`config.mk`:
```
export PLATFORM = sky130hd
export DESIGN_NAME = button_press_classifier_core_flat
export DESIGN_NICKNAME = d
export VERILOG_FILES = /design/src/hw/rtl/bpc_pkg.sv /design/src/hw/rtl/bpc_in_if.sv /design/src/hw/rtl/bpc_out_if.sv /design/src/hw/rtl/bpc_step.sv /design/src/hw/rtl/button_press_classifier_core.sv /design/src/flat_wrapper.sv
export SDC_FILE = /design/constraint.sdc
export NUM_CORES = 1
export LEC_CHECK = 0
export BUFFER_PORTS_ARGS = -buffer_cell sky130_fd_sc_hd__buf_2
export CAP_MARGIN = 0
export CORE_ASPECT_RATIO = 0.8
export CORE_UTILIZATION = 55
export CTS_CLUSTER_SIZE = 10
export DETAILED_ROUTE_END_ITERATION = 7
export GPL_TIMING_DRIVEN = 0
export PLACE_DENSITY = 0.83
export SLEW_MARGIN = 20
export SYNTH_ARGS = -nofsm -noshare
export SYNTH_HDL_FRONTEND = slang
export SYNTH_SLANG_ARGS = --single-unit
```
`constraint.sdc`:
```
create_clock -name i_clk -period 6.55 [get_ports i_clk]
set_clock_uncertainty 0.2 [all_clocks]
set_input_delay 0.3275 -clock i_clk [delete_from_list [all_inputs] [get_ports i_clk]]
set_output_delay 0.3275 -clock i_clk [all_outputs]
set_load 0.005 [all_outputs]
```
`src/hw/rtl/bpc_pkg.sv`:
```
`default_nettype none
package bpc_pkg;

    localparam int unsigned CfgIdxW = 3;
    localparam int unsigned CfgDataW = 16;
    localparam int unsigned TimeW = 16;
    localparam int unsigned UptimeW = 15;
    localparam int unsigned MaxResults = 3;
    localparam int unsigned QueueDepth = 4;

    // register indexes of the config port
    localparam logic [CfgIdxW-1:0] CfgOnLevel = 3'd0;
    localparam logic [CfgIdxW-1:0] CfgInvertState = 3'd1;
    localparam logic [CfgIdxW-1:0] CfgResetDetectEnable = 3'd2;
    localparam logic [CfgIdxW-1:0] CfgShortPressMs = 3'd3;
    localparam logic [CfgIdxW-1:0] CfgLongPressMs = 3'd4;

    // press machine states
    localparam logic [2:0] StIdle = 3'd0;
    localparam logic [2:0] StWaitOffSingle = 3'd1;
    localparam logic [2:0] StWaitOnDouble = 3'd2;
    localparam logic [2:0] StWaitOffDouble = 3'd3;
    localparam logic [2:0] StWaitOffLong = 3'd4;

    // event codes
    localparam logic [2:0] EvChange = 3'd0;
    localparam logic [2:0] EvReset = 3'd1;
    localparam logic [2:0] EvSingle = 3'd2;
    localparam logic [2:0] EvDouble = 3'd3;
    localparam logic [2:0] EvLong = 3'd4;

    // request kinds
    localparam logic FuncTick = 1'b0;
    localparam logic FuncPinChange = 1'b1;

    localparam logic [TimeW-1:0] ShortPressReset = 16'd500;
    localparam logic [TimeW-1:0] LongPressReset = 16'd1000;

    localparam logic [UptimeW-1:0] UptimeLimitMs = 15'd30000;
    localparam logic [UptimeW-1:0] GapLimitMs = 15'd5000;
    localparam logic [3:0] TogglesForReset = 4'd10;

    typedef struct packed {
        logic             on_level;
        logic             invert_state;
        logic             reset_detect_enable;
        logic [TimeW-1:0] short_press_ms;
        logic [TimeW-1:0] long_press_ms;
    } t_cfg;

    typedef struct packed {
        logic               prev_logical;
        logic [2:0]         press_state;
        logic [TimeW-1:0]   timer_remaining;
        logic               timer_armed;
        logic [1:0]         expiry_count;
        logic [UptimeW-1:0] uptime_ms;
        logic [UptimeW-1:0] last_change_ms;
        logic [3:0]         toggle_count;
    } t_state;

    typedef struct packed {
        logic [2:0] event_code;
        logic       logical_level;
        logic       last_of_run;
    } t_result;

endpackage
`default_nettype wire

```
`src/hw/rtl/bpc_in_if.sv`:
```
`default_nettype none
interface bpc_in_if;
    logic valid;
    logic ready;
    logic func;
    logic pin_level;

    modport source (output valid, output func, output pin_level, input ready);
    modport sink (input valid, input func, input pin_level, output ready);
endinterface
`default_nettype wire

```
`src/hw/rtl/bpc_out_if.sv`:
```
`default_nettype none
interface bpc_out_if;
    logic       valid;
    logic       ready;
    logic [2:0] event_code;
    logic       logical_level;
    logic       last_of_run;

    modport source (output valid, output event_code, output logical_level,
                    output last_of_run, input ready);
    modport sink (input valid, input event_code, input logical_level,
                  input last_of_run, output ready);
endinterface
`default_nettype wire

```
`src/hw/rtl/bpc_step.sv`:
```
`default_nettype none
module bpc_step (
    input  wire bpc_pkg::t_cfg    i_cfg,
    input  wire bpc_pkg::t_state  i_state,
    input  wire logic             i_func,
    input  wire logic             i_pin_level,
    output bpc_pkg::t_state       o_state,
    output bpc_pkg::t_result      o_res [bpc_pkg::MaxResults],
    output logic [1:0]            o_res_count
);

    always_comb begin
        bpc_pkg::t_state  st;
        bpc_pkg::t_result res [bpc_pkg::MaxResults];
        logic [1:0]       cnt;
        logic             cur;
        logic             last;

        st = i_state;
        cnt = 2'd0;
        for (int k = 0; k < bpc_pkg::MaxResults; k++) begin
            res[k] = '0;
        end
        cur = (i_pin_level == i_cfg.on_level) ^ i_cfg.invert_state;
        last = i_state.prev_logical;

        if (i_func == bpc_pkg::FuncTick) begin
            if (st.uptime_ms < bpc_pkg::UptimeLimitMs) begin
                st.uptime_ms = st.uptime_ms + 15'd1;
            end
            if (st.timer_armed) begin
                if (st.timer_remaining != '0) begin
                    st.timer_remaining = st.timer_remaining - 16'd1;
                end
                if (st.timer_remaining == '0) begin
                    st.timer_armed = 1'b0;
                    if (st.expiry_count != 2'd3) begin
                        st.expiry_count = st.expiry_count + 2'd1;
                    end
                    st.prev_logical = cur;
                    unique case (st.press_state)
                        bpc_pkg::StWaitOffSingle, bpc_pkg::StWaitOffDouble: begin
                            // second phase runs for the rest of the long hold
                            if (i_cfg.long_press_ms > i_cfg.short_press_ms) begin
                                st.timer_remaining = i_cfg.long_press_ms
                                                   - i_cfg.short_press_ms;
                            end else begin
                                st.timer_remaining = 16'd1;
                            end
                            st.timer_armed = 1'b1;
                            st.press_state = bpc_pkg::StWaitOffLong;
                        end
                        bpc_pkg::StWaitOnDouble: begin
                            res[cnt] = '{event_code: bpc_pkg::EvSingle, logical_level: cur,
                                         last_of_run: 1'b0};
                            cnt = cnt + 2'd1;
                            st.press_state = bpc_pkg::StIdle;
                        end
                        bpc_pkg::StWaitOffLong: begin
                            if (st.expiry_count == 2'd2) begin
                                res[cnt] = '{event_code: bpc_pkg::EvLong,
                                             logical_level: cur, last_of_run: 1'b0};
                                cnt = cnt + 2'd1;
                            end
                        end
                        default: begin
                            st.press_state = bpc_pkg::StIdle;
                        end
                    endcase
                end
            end
        end else begin
            st.prev_logical = cur;
            if (cur != last) begin
                res[cnt] = '{event_code: bpc_pkg::EvChange, logical_level: cur,
                             last_of_run: 1'b0};
                cnt = cnt + 2'd1;
                if (i_cfg.reset_detect_enable
                        && (st.uptime_ms < bpc_pkg::UptimeLimitMs)) begin
                    // uptime never falls below the last change stamp
                    if ((st.uptime_ms - st.last_change_ms) > bpc_pkg::GapLimitMs) begin
                        st.toggle_count = 4'd0;
                    end
                    st.toggle_count = st.toggle_count + 4'd1;
                    if (st.toggle_count >= bpc_pkg::TogglesForReset) begin
                        st.toggle_count = 4'd0;
                        res[cnt] = '{event_code: bpc_pkg::EvReset, logical_level: cur,
                                     last_of_run: 1'b0};
                        cnt = cnt + 2'd1;
                    end
                end
                unique case (st.press_state)
                    bpc_pkg::StWaitOffSingle: begin
                        if (!cur) begin
                            st.press_state = bpc_pkg::StWaitOnDouble;
                        end
                    end
                    bpc_pkg::StWaitOnDouble: begin
                        if (cur) begin
                            st.timer_remaining = (i_cfg.short_press_ms == '0)
                                               ? 16'd1 : i_cfg.short_press_ms;
                            st.timer_armed = 1'b1;
                            st.press_state = bpc_pkg::StWaitOffDouble;
                            st.expiry_count = 2'd0;
                        end
                    end
                    bpc_pkg::StWaitOffDouble: begin
                        if (!cur) begin
                            st.timer_armed = 1'b0;
                            st.timer_remaining = '0;
                            res[cnt] = '{event_code: bpc_pkg::EvDouble, logical_level: cur,
                                         last_of_run: 1'b0};
                            cnt = cnt + 2'd1;
                            st.press_state = bpc_pkg::StIdle;
                        end
                    end
                    bpc_pkg::StWaitOffLong: begin
                        if (!cur) begin
                            st.timer_armed = 1'b0;
                            st.timer_remaining = '0;
                            if (st.expiry_count == 2'd1) begin
                                res[cnt] = '{event_code: bpc_pkg::EvSingle,
                                             logical_level: cur, last_of_run: 1'b0};
                                cnt = cnt + 2'd1;
                            end
                            st.press_state = bpc_pkg::StIdle;
                        end
                    end
                    default: begin
                        st.press_state = bpc_pkg::StIdle;
                        if (cur) begin
                            st.timer_remaining = (i_cfg.short_press_ms == '0)
                                               ? 16'd1 : i_cfg.short_press_ms;
                            st.timer_armed = 1'b1;
                            st.press_state = bpc_pkg::StWaitOffSingle;
                            st.expiry_count = 2'd0;
                        end
                    end
                endcase
                st.last_change_ms = st.uptime_ms;
            end
        end

        for (int k = 0; k < bpc_pkg::MaxResults; k++) begin
            res[k].last_of_run = (2'(k + 1) == cnt);
        end

        o_state = st;
        o_res = res;
        o_res_count = cnt;
    end

endmodule
`default_nettype wire

```
`src/hw/rtl/button_press_classifier_core.sv`:
```
// order: the results of an accepted request are registered into the result queue and are
//   offered from its head in order, one per cycle while the receiver is ready
// throughput: one request per cycle, set by the four-entry result queue, which takes a
//   request while it holds at most one result
// reset: synchronous, active low; clears the classifier state, loads the register defaults
//   and empties the result queue, with no clearing pass
`default_nettype none
module button_press_classifier_core (
    input  wire logic                          i_clk,
    input  wire logic                          i_rst_n,
    bpc_in_if.sink                             i_in_ch,
    bpc_out_if.source                          o_out_ch,
    input  wire logic                          i_cfg_we,
    input  wire logic [bpc_pkg::CfgIdxW-1:0]   i_cfg_idx,
    input  wire logic [bpc_pkg::CfgDataW-1:0]  i_cfg_data
);

    bpc_pkg::t_cfg    r_cfg;
    bpc_pkg::t_state  r_state;
    bpc_pkg::t_state  n_state;
    bpc_pkg::t_result r_q [bpc_pkg::QueueDepth];
    bpc_pkg::t_result n_q [bpc_pkg::QueueDepth];
    logic [2:0]       r_count;
    logic [2:0]       n_count;

    bpc_pkg::t_state  step_state;
    bpc_pkg::t_result step_res [bpc_pkg::MaxResults];
    logic [1:0]       step_count;

    logic push;
    logic pop;

    bpc_step u_step (
        .i_cfg       (r_cfg),
        .i_state     (r_state),
        .i_func      (i_in_ch.func),
        .i_pin_level (i_in_ch.pin_level),
        .o_state     (step_state),
        .o_res       (step_res),
        .o_res_count (step_count)
    );

    // room for a full burst of results even if nothing drains this cycle
    assign i_in_ch.ready = (r_count <= 3'(bpc_pkg::QueueDepth - bpc_pkg::MaxResults));
    assign push = i_in_ch.valid && i_in_ch.ready;
    assign pop = (r_count != 3'd0) && o_out_ch.ready;

    assign o_out_ch.valid = (r_count != 3'd0);
    assign o_out_ch.event_code = r_q[0].event_code;
    assign o_out_ch.logical_level = r_q[0].logical_level;
    assign o_out_ch.last_of_run = r_q[0].last_of_run;

    assign n_state = push ? step_state : r_state;

    always_comb begin
        bpc_pkg::t_result sh [bpc_pkg::QueueDepth];
        logic [2:0]       base;
        logic [2:0]       nadd;
        logic [2:0]       k;

        base = r_count - {2'd0, pop};
        nadd = push ? {1'b0, step_count} : 3'd0;
        for (int i = 0; i < bpc_pkg::QueueDepth - 1; i++) begin
            sh[i] = pop ? r_q[i + 1] : r_q[i];
        end
        sh[bpc_pkg::QueueDepth - 1] = r_q[bpc_pkg::QueueDepth - 1];
        for (int i = 0; i < bpc_pkg::QueueDepth; i++) begin
            k = 3'(i) - base;
            n_q[i] = sh[i];
            if ((3'(i) >= base) && (k < nadd)) begin
                n_q[i] = step_res[k[1:0]];
            end
        end
        n_count = base + nadd;
    end

    always_ff @(posedge i_clk) begin
        if (!i_rst_n) begin
            r_cfg <= '{on_level: 1'b1, invert_state: 1'b0, reset_detect_enable: 1'b0,
                       short_press_ms: bpc_pkg::ShortPressReset,
                       long_press_ms: bpc_pkg::LongPressReset};
            r_state <= '0;
            r_count <= 3'd0;
        end else begin
            r_state <= n_state;
            r_count <= n_count;
            if (i_cfg_we) begin
                unique case (i_cfg_idx)
                    bpc_pkg::CfgOnLevel:           r_cfg.on_level <= i_cfg_data[0];
                    bpc_pkg::CfgInvertState:       r_cfg.invert_state <= i_cfg_data[0];
                    bpc_pkg::CfgResetDetectEnable: r_cfg.reset_detect_enable <= i_cfg_data[0];
                    bpc_pkg::CfgShortPressMs:      r_cfg.short_press_ms <= i_cfg_data;
                    bpc_pkg::CfgLongPressMs:       r_cfg.long_press_ms <= i_cfg_data;
                    default: begin
                    end
                endcase
            end
        end
    end

    always_ff @(posedge i_clk) begin
        r_q <= n_q;
    end

`ifndef SYNTHESIS
    a_queue_bound: assert property (@(posedge i_clk) disable iff (!i_rst_n)
        r_count <= 3'(bpc_pkg::QueueDepth))
        else $error("result queue overflow");

    a_idle_disarmed: assert property (@(posedge i_clk) disable iff (!i_rst_n)
        (r_state.press_state == bpc_pkg::StIdle) |-> !r_state.timer_armed)
        else $error("timer armed while press machine idle");

    a_toggle_bound: assert property (@(posedge i_clk) disable iff (!i_rst_n)
        r_state.toggle_count < bpc_pkg::TogglesForReset)
        else $error("toggle count not cleared after reset gesture");

    a_state_hold: assert property (@(posedge i_clk) disable iff (!i_rst_n)
        !(i_in_ch.valid && i_in_ch.ready) |=> $stable(r_state))
        else $error("classifier state moved without a request");
`endif

endmodule
`default_nettype wire

```
`src/flat_wrapper.sv`:
```
// flat-port wrapper written by rule: the top's interface ports become plain ports
module button_press_classifier_core_flat 
  (i_clk, i_rst_n, i_cfg_we, i_cfg_idx, i_cfg_data, i_in_ch_valid, i_in_ch_func, i_in_ch_pin_level, i_in_ch_ready, o_out_ch_valid, o_out_ch_event_code, o_out_ch_logical_level, o_out_ch_last_of_run, o_out_ch_ready);
  bpc_in_if i_in_ch_i ();
  bpc_out_if o_out_ch_i ();
  input  wire logic i_clk;
  input  wire logic i_rst_n;
  input  wire logic i_cfg_we;
  input  wire logic [bpc_pkg::CfgIdxW-1:0] i_cfg_idx;
  input  wire logic [bpc_pkg::CfgDataW-1:0] i_cfg_data;
  input wire logic [$bits(i_in_ch_i.valid)-1:0] i_in_ch_valid;
  input wire logic [$bits(i_in_ch_i.func)-1:0] i_in_ch_func;
  input wire logic [$bits(i_in_ch_i.pin_level)-1:0] i_in_ch_pin_level;
  output wire logic [$bits(i_in_ch_i.ready)-1:0] i_in_ch_ready;
  output wire logic [$bits(o_out_ch_i.valid)-1:0] o_out_ch_valid;
  output wire logic [$bits(o_out_ch_i.event_code)-1:0] o_out_ch_event_code;
  output wire logic [$bits(o_out_ch_i.logical_level)-1:0] o_out_ch_logical_level;
  output wire logic [$bits(o_out_ch_i.last_of_run)-1:0] o_out_ch_last_of_run;
  input wire logic [$bits(o_out_ch_i.ready)-1:0] o_out_ch_ready;
  assign i_in_ch_i.valid = i_in_ch_valid;
  assign i_in_ch_i.func = i_in_ch_func;
  assign i_in_ch_i.pin_level = i_in_ch_pin_level;
  assign i_in_ch_ready = i_in_ch_i.ready;
  assign o_out_ch_valid = o_out_ch_i.valid;
  assign o_out_ch_event_code = o_out_ch_i.event_code;
  assign o_out_ch_logical_level = o_out_ch_i.logical_level;
  assign o_out_ch_last_of_run = o_out_ch_i.last_of_run;
  assign o_out_ch_i.ready = o_out_ch_ready;
  button_press_classifier_core u_core (.i_clk(i_clk), .i_rst_n(i_rst_n), .i_in_ch(i_in_ch_i), .o_out_ch(o_out_ch_i), .i_cfg_we(i_cfg_we), .i_cfg_idx(i_cfg_idx), .i_cfg_data(i_cfg_data));
endmodule
```
==> flow_summary.yaml <==
detailed_routing:
  drc: 0
  route.met3.wl_um: 1460
  drt-total-wl_um: 21900
  dr.pass1.iters: 6
  post_drt_wl_per_cell_um: 17.0
  final_antenna_net_count: 0
  vias: 7825
  wirelength_met1_um: 9920
  wl_met2_um: 10200
  routed_via_density: 6.08
  top_layer: "met4"
  first_iter_violations: 893
setup_path:
  cp-end-kind: "flip-flop"
  cp.arrival_ns: 6.31
  crit_fanout: 7
  slowest_delay_ns: 0.54
  critPathKind: "flip-flop to flip-flop"
  crit_required_ns: 6.50
  crit_path_start_kind: "flip-flop"
  cp_slowest_cell: "or4b_4"
placed_design:
  placed_cells: 1228
  dpl_worst_slack_ns: -0.996
  port_buffers: 31
  place.gp.congestion: 0.925
  dpl.hpwl_um: 15500
timing:
  fin_crit_sh: 0.970
  drv_slew: 0
  relSlewSlack: 0.361
  setup_viol_count_final: 0
  fin_crit_ns: 6.36
  worst_hold_slack_ns: 0.0814
  worst_pin_slew_ns: 0.935
  finalHoldViolations: 0
  setup_ws_ns: 0.195
  max_freq_ghz: 0.157
floorplan:
  die_y_um: 110
  core_um2: 14300
  rows: 39
  io-pin-count: 33
  dieArea_um2: 15200
  initial_core_util: 0.564
  fp.dieW_um: 137
global_route:
  grt_pass1_wl_um: 34300
  grt_max_degree: 17
  grt_overflow_total: 0
  first_global_vias: 7155
  track_usage: 0.292
  antenna_found_initial: 0
final_layout:
  final-instance-count-excl-fill: 1287
  multiInputGateArea_um2: 5270
  num_antenna_cells: 0
  seq_area_um2: 2510
  drive_above_1_share: 0.128
  postLayoutCoreUtil: 0.663
  areaGrowthSynthToFinish_pct: 17.6
  fillers: 1128
  design.final.nets: 1171
clock_network:
  htreeDepth: 4
  clkSinkCount: 115
  clock_latency_ns: 0.43
  cts_tree: "done"
  cts_buffers: 17
  root_buffer: "clkbuf_16"
  cts_buffer_depth: 2
  clk_pin_slew_ns: 0.06
synthesis:
  ys_types: 81
  ys.flop_type: "dfxtp_1"
  ys_ff_latch: 115
  postSynthCellCount: 1013
  synth_most_common_cell: "nand2_1"
  syn_nets: 1094
  synth_top_area_cell: "dfxtp_1"
  synth_top_cell_area_share: 0.236
  yosys_warnings: 0
  netlist_top_cells_area: "dfxtp_1, ha_1, edfxtp_1"
  synthesis.area_um2: 8060
  synth_edf_count: 20
  synthArstFlopShare: 0
  syn-mean-instance-area_um2: 7.96
  synth_common_cells: "nand2_1, dfxtp_1, inv_1, nor2_1"
  ys_seq_area_frac: 0.310
worst_hold_path:
  hp-class: "input pin to flip-flop"
power:
  power.density_nw_per_um2: 364
  vdd_drop_max_v: 0.000587
  leakage_nw: 3.82
job:
  cap_violations: 0
status:
  run_status: "finished, final reports clean"
[metrics by stage]
stage / power (mW) / setup TNS [ns] / cell area [um2]
after global routing: 3.66 / -0.0116 / 9480
after global placement: 2.26 / -17.55 / 8450
after floorplan: 1.98 / 0 / 8060
after CTS: 3.32 / 0 / 9320
final: 3.45 / 0 / 9480
after detailed placement: 2.32 / -23.03 / 8450
[worst max-delay path: cells and delay by family, from the launching register on]
kind / cells / cell delay, ns
flip-flops: 1 / 0.40
AND/OR/NAND/NOR: 5 / 1.06
adder cells (fa/ha/maj): 4 / 1.03
AO/OA/AOI/OAI: 14 / 2.86
buffers and inverters: 4 / 0.51
[cells by family (layout without fill, tap and decap cells)]
kind of cell / Yosys count / count (layout) / share of synthesized area
muxes: 22 / 22 / 0.0276
xor gates and xnor gates: 43 / 43 / 0.0467
AOI/OAI and AO/OA: 253 / 253 / 0.212
and+or+nand+nor: 412 / 413 / 0.259
DFF: 115 / 115 / 0.310
buffers and inverters: 113 / 202 / 0.0570
adders and majority gates: 55 / 55 / 0.0881
[registers in the layout, indices dropped and copies added (netlist names)]
name,cells
u_core.r_state,57
u_core.r_cfg,35
u_core.r_q,15
u_core.o_out_ch.event_code,3
u_core.r_count,3
u_core.o_out_ch.last_of_run,1
u_core.o_out_ch.logical_level,1
[layout make-up]
class | count | share of cell area
sequential | 115 | 0.264
multi-input combinational | 786 | 0.556
buffer | 44 | 0.0219
clock inverter | 15 | 0.0189
clock buffer | 17 | 0.0449
tap | 184 | 0.0243
inverter | 67 | 0.0271
timing repair buffer | 59 | 0.0425
[layout by cell type (no fill, tap or decap), drive strengths merged, types with 51 or more instances in the layout]
cell	synthesis	final
nand2	137	137
dfxtp	95	95
inv	64	68
nor2	64	64
o21ai	54	54
a21oi	53	53
clkbuf	39	53
ha	52	52
buf	7	51
[where the power goes]
group          internal [mW]  switching, mW  total, mW
Clock                  0.600          0.359      0.958
Sequential             0.897         0.0607      0.957
Combinational          0.573          0.963       1.54
Total                   2.07           1.38       3.45
[timing repair]
item / CTS / global route
hold endpoints to repair: 31 / 0
hold buffers: 16 / 0
endpoints found under the setup margin: 36 / 35
pin swaps: 6 / 15
cloned: 0 / 2
resized for setup: 20 / 28
setup buffers: 4 / 7
[path summary, 6_finish.rpt]
check,slack (ns),cells past startpoint,end,start
worst max-delay path,0.19,27,u_core.r_q[12],u_core.r_state[24]
worst min-delay path,0.08,4,u_core.r_cfg[34],i_cfg_idx[0]
worst max register to register,0.19,27,u_core.r_q[12],u_core.r_state[24]
worst min register to register,0.27,2,u_core.r_state[35],u_core.r_state[35]
[layer usage]
layer,up-vias,global-route usage
li1,3788,-
met1,3688,0.382
met2,311,0.485
met3,38,0.0553
met4,0,0.0942
met5,-,0
(Power assumes the default switching activity.)
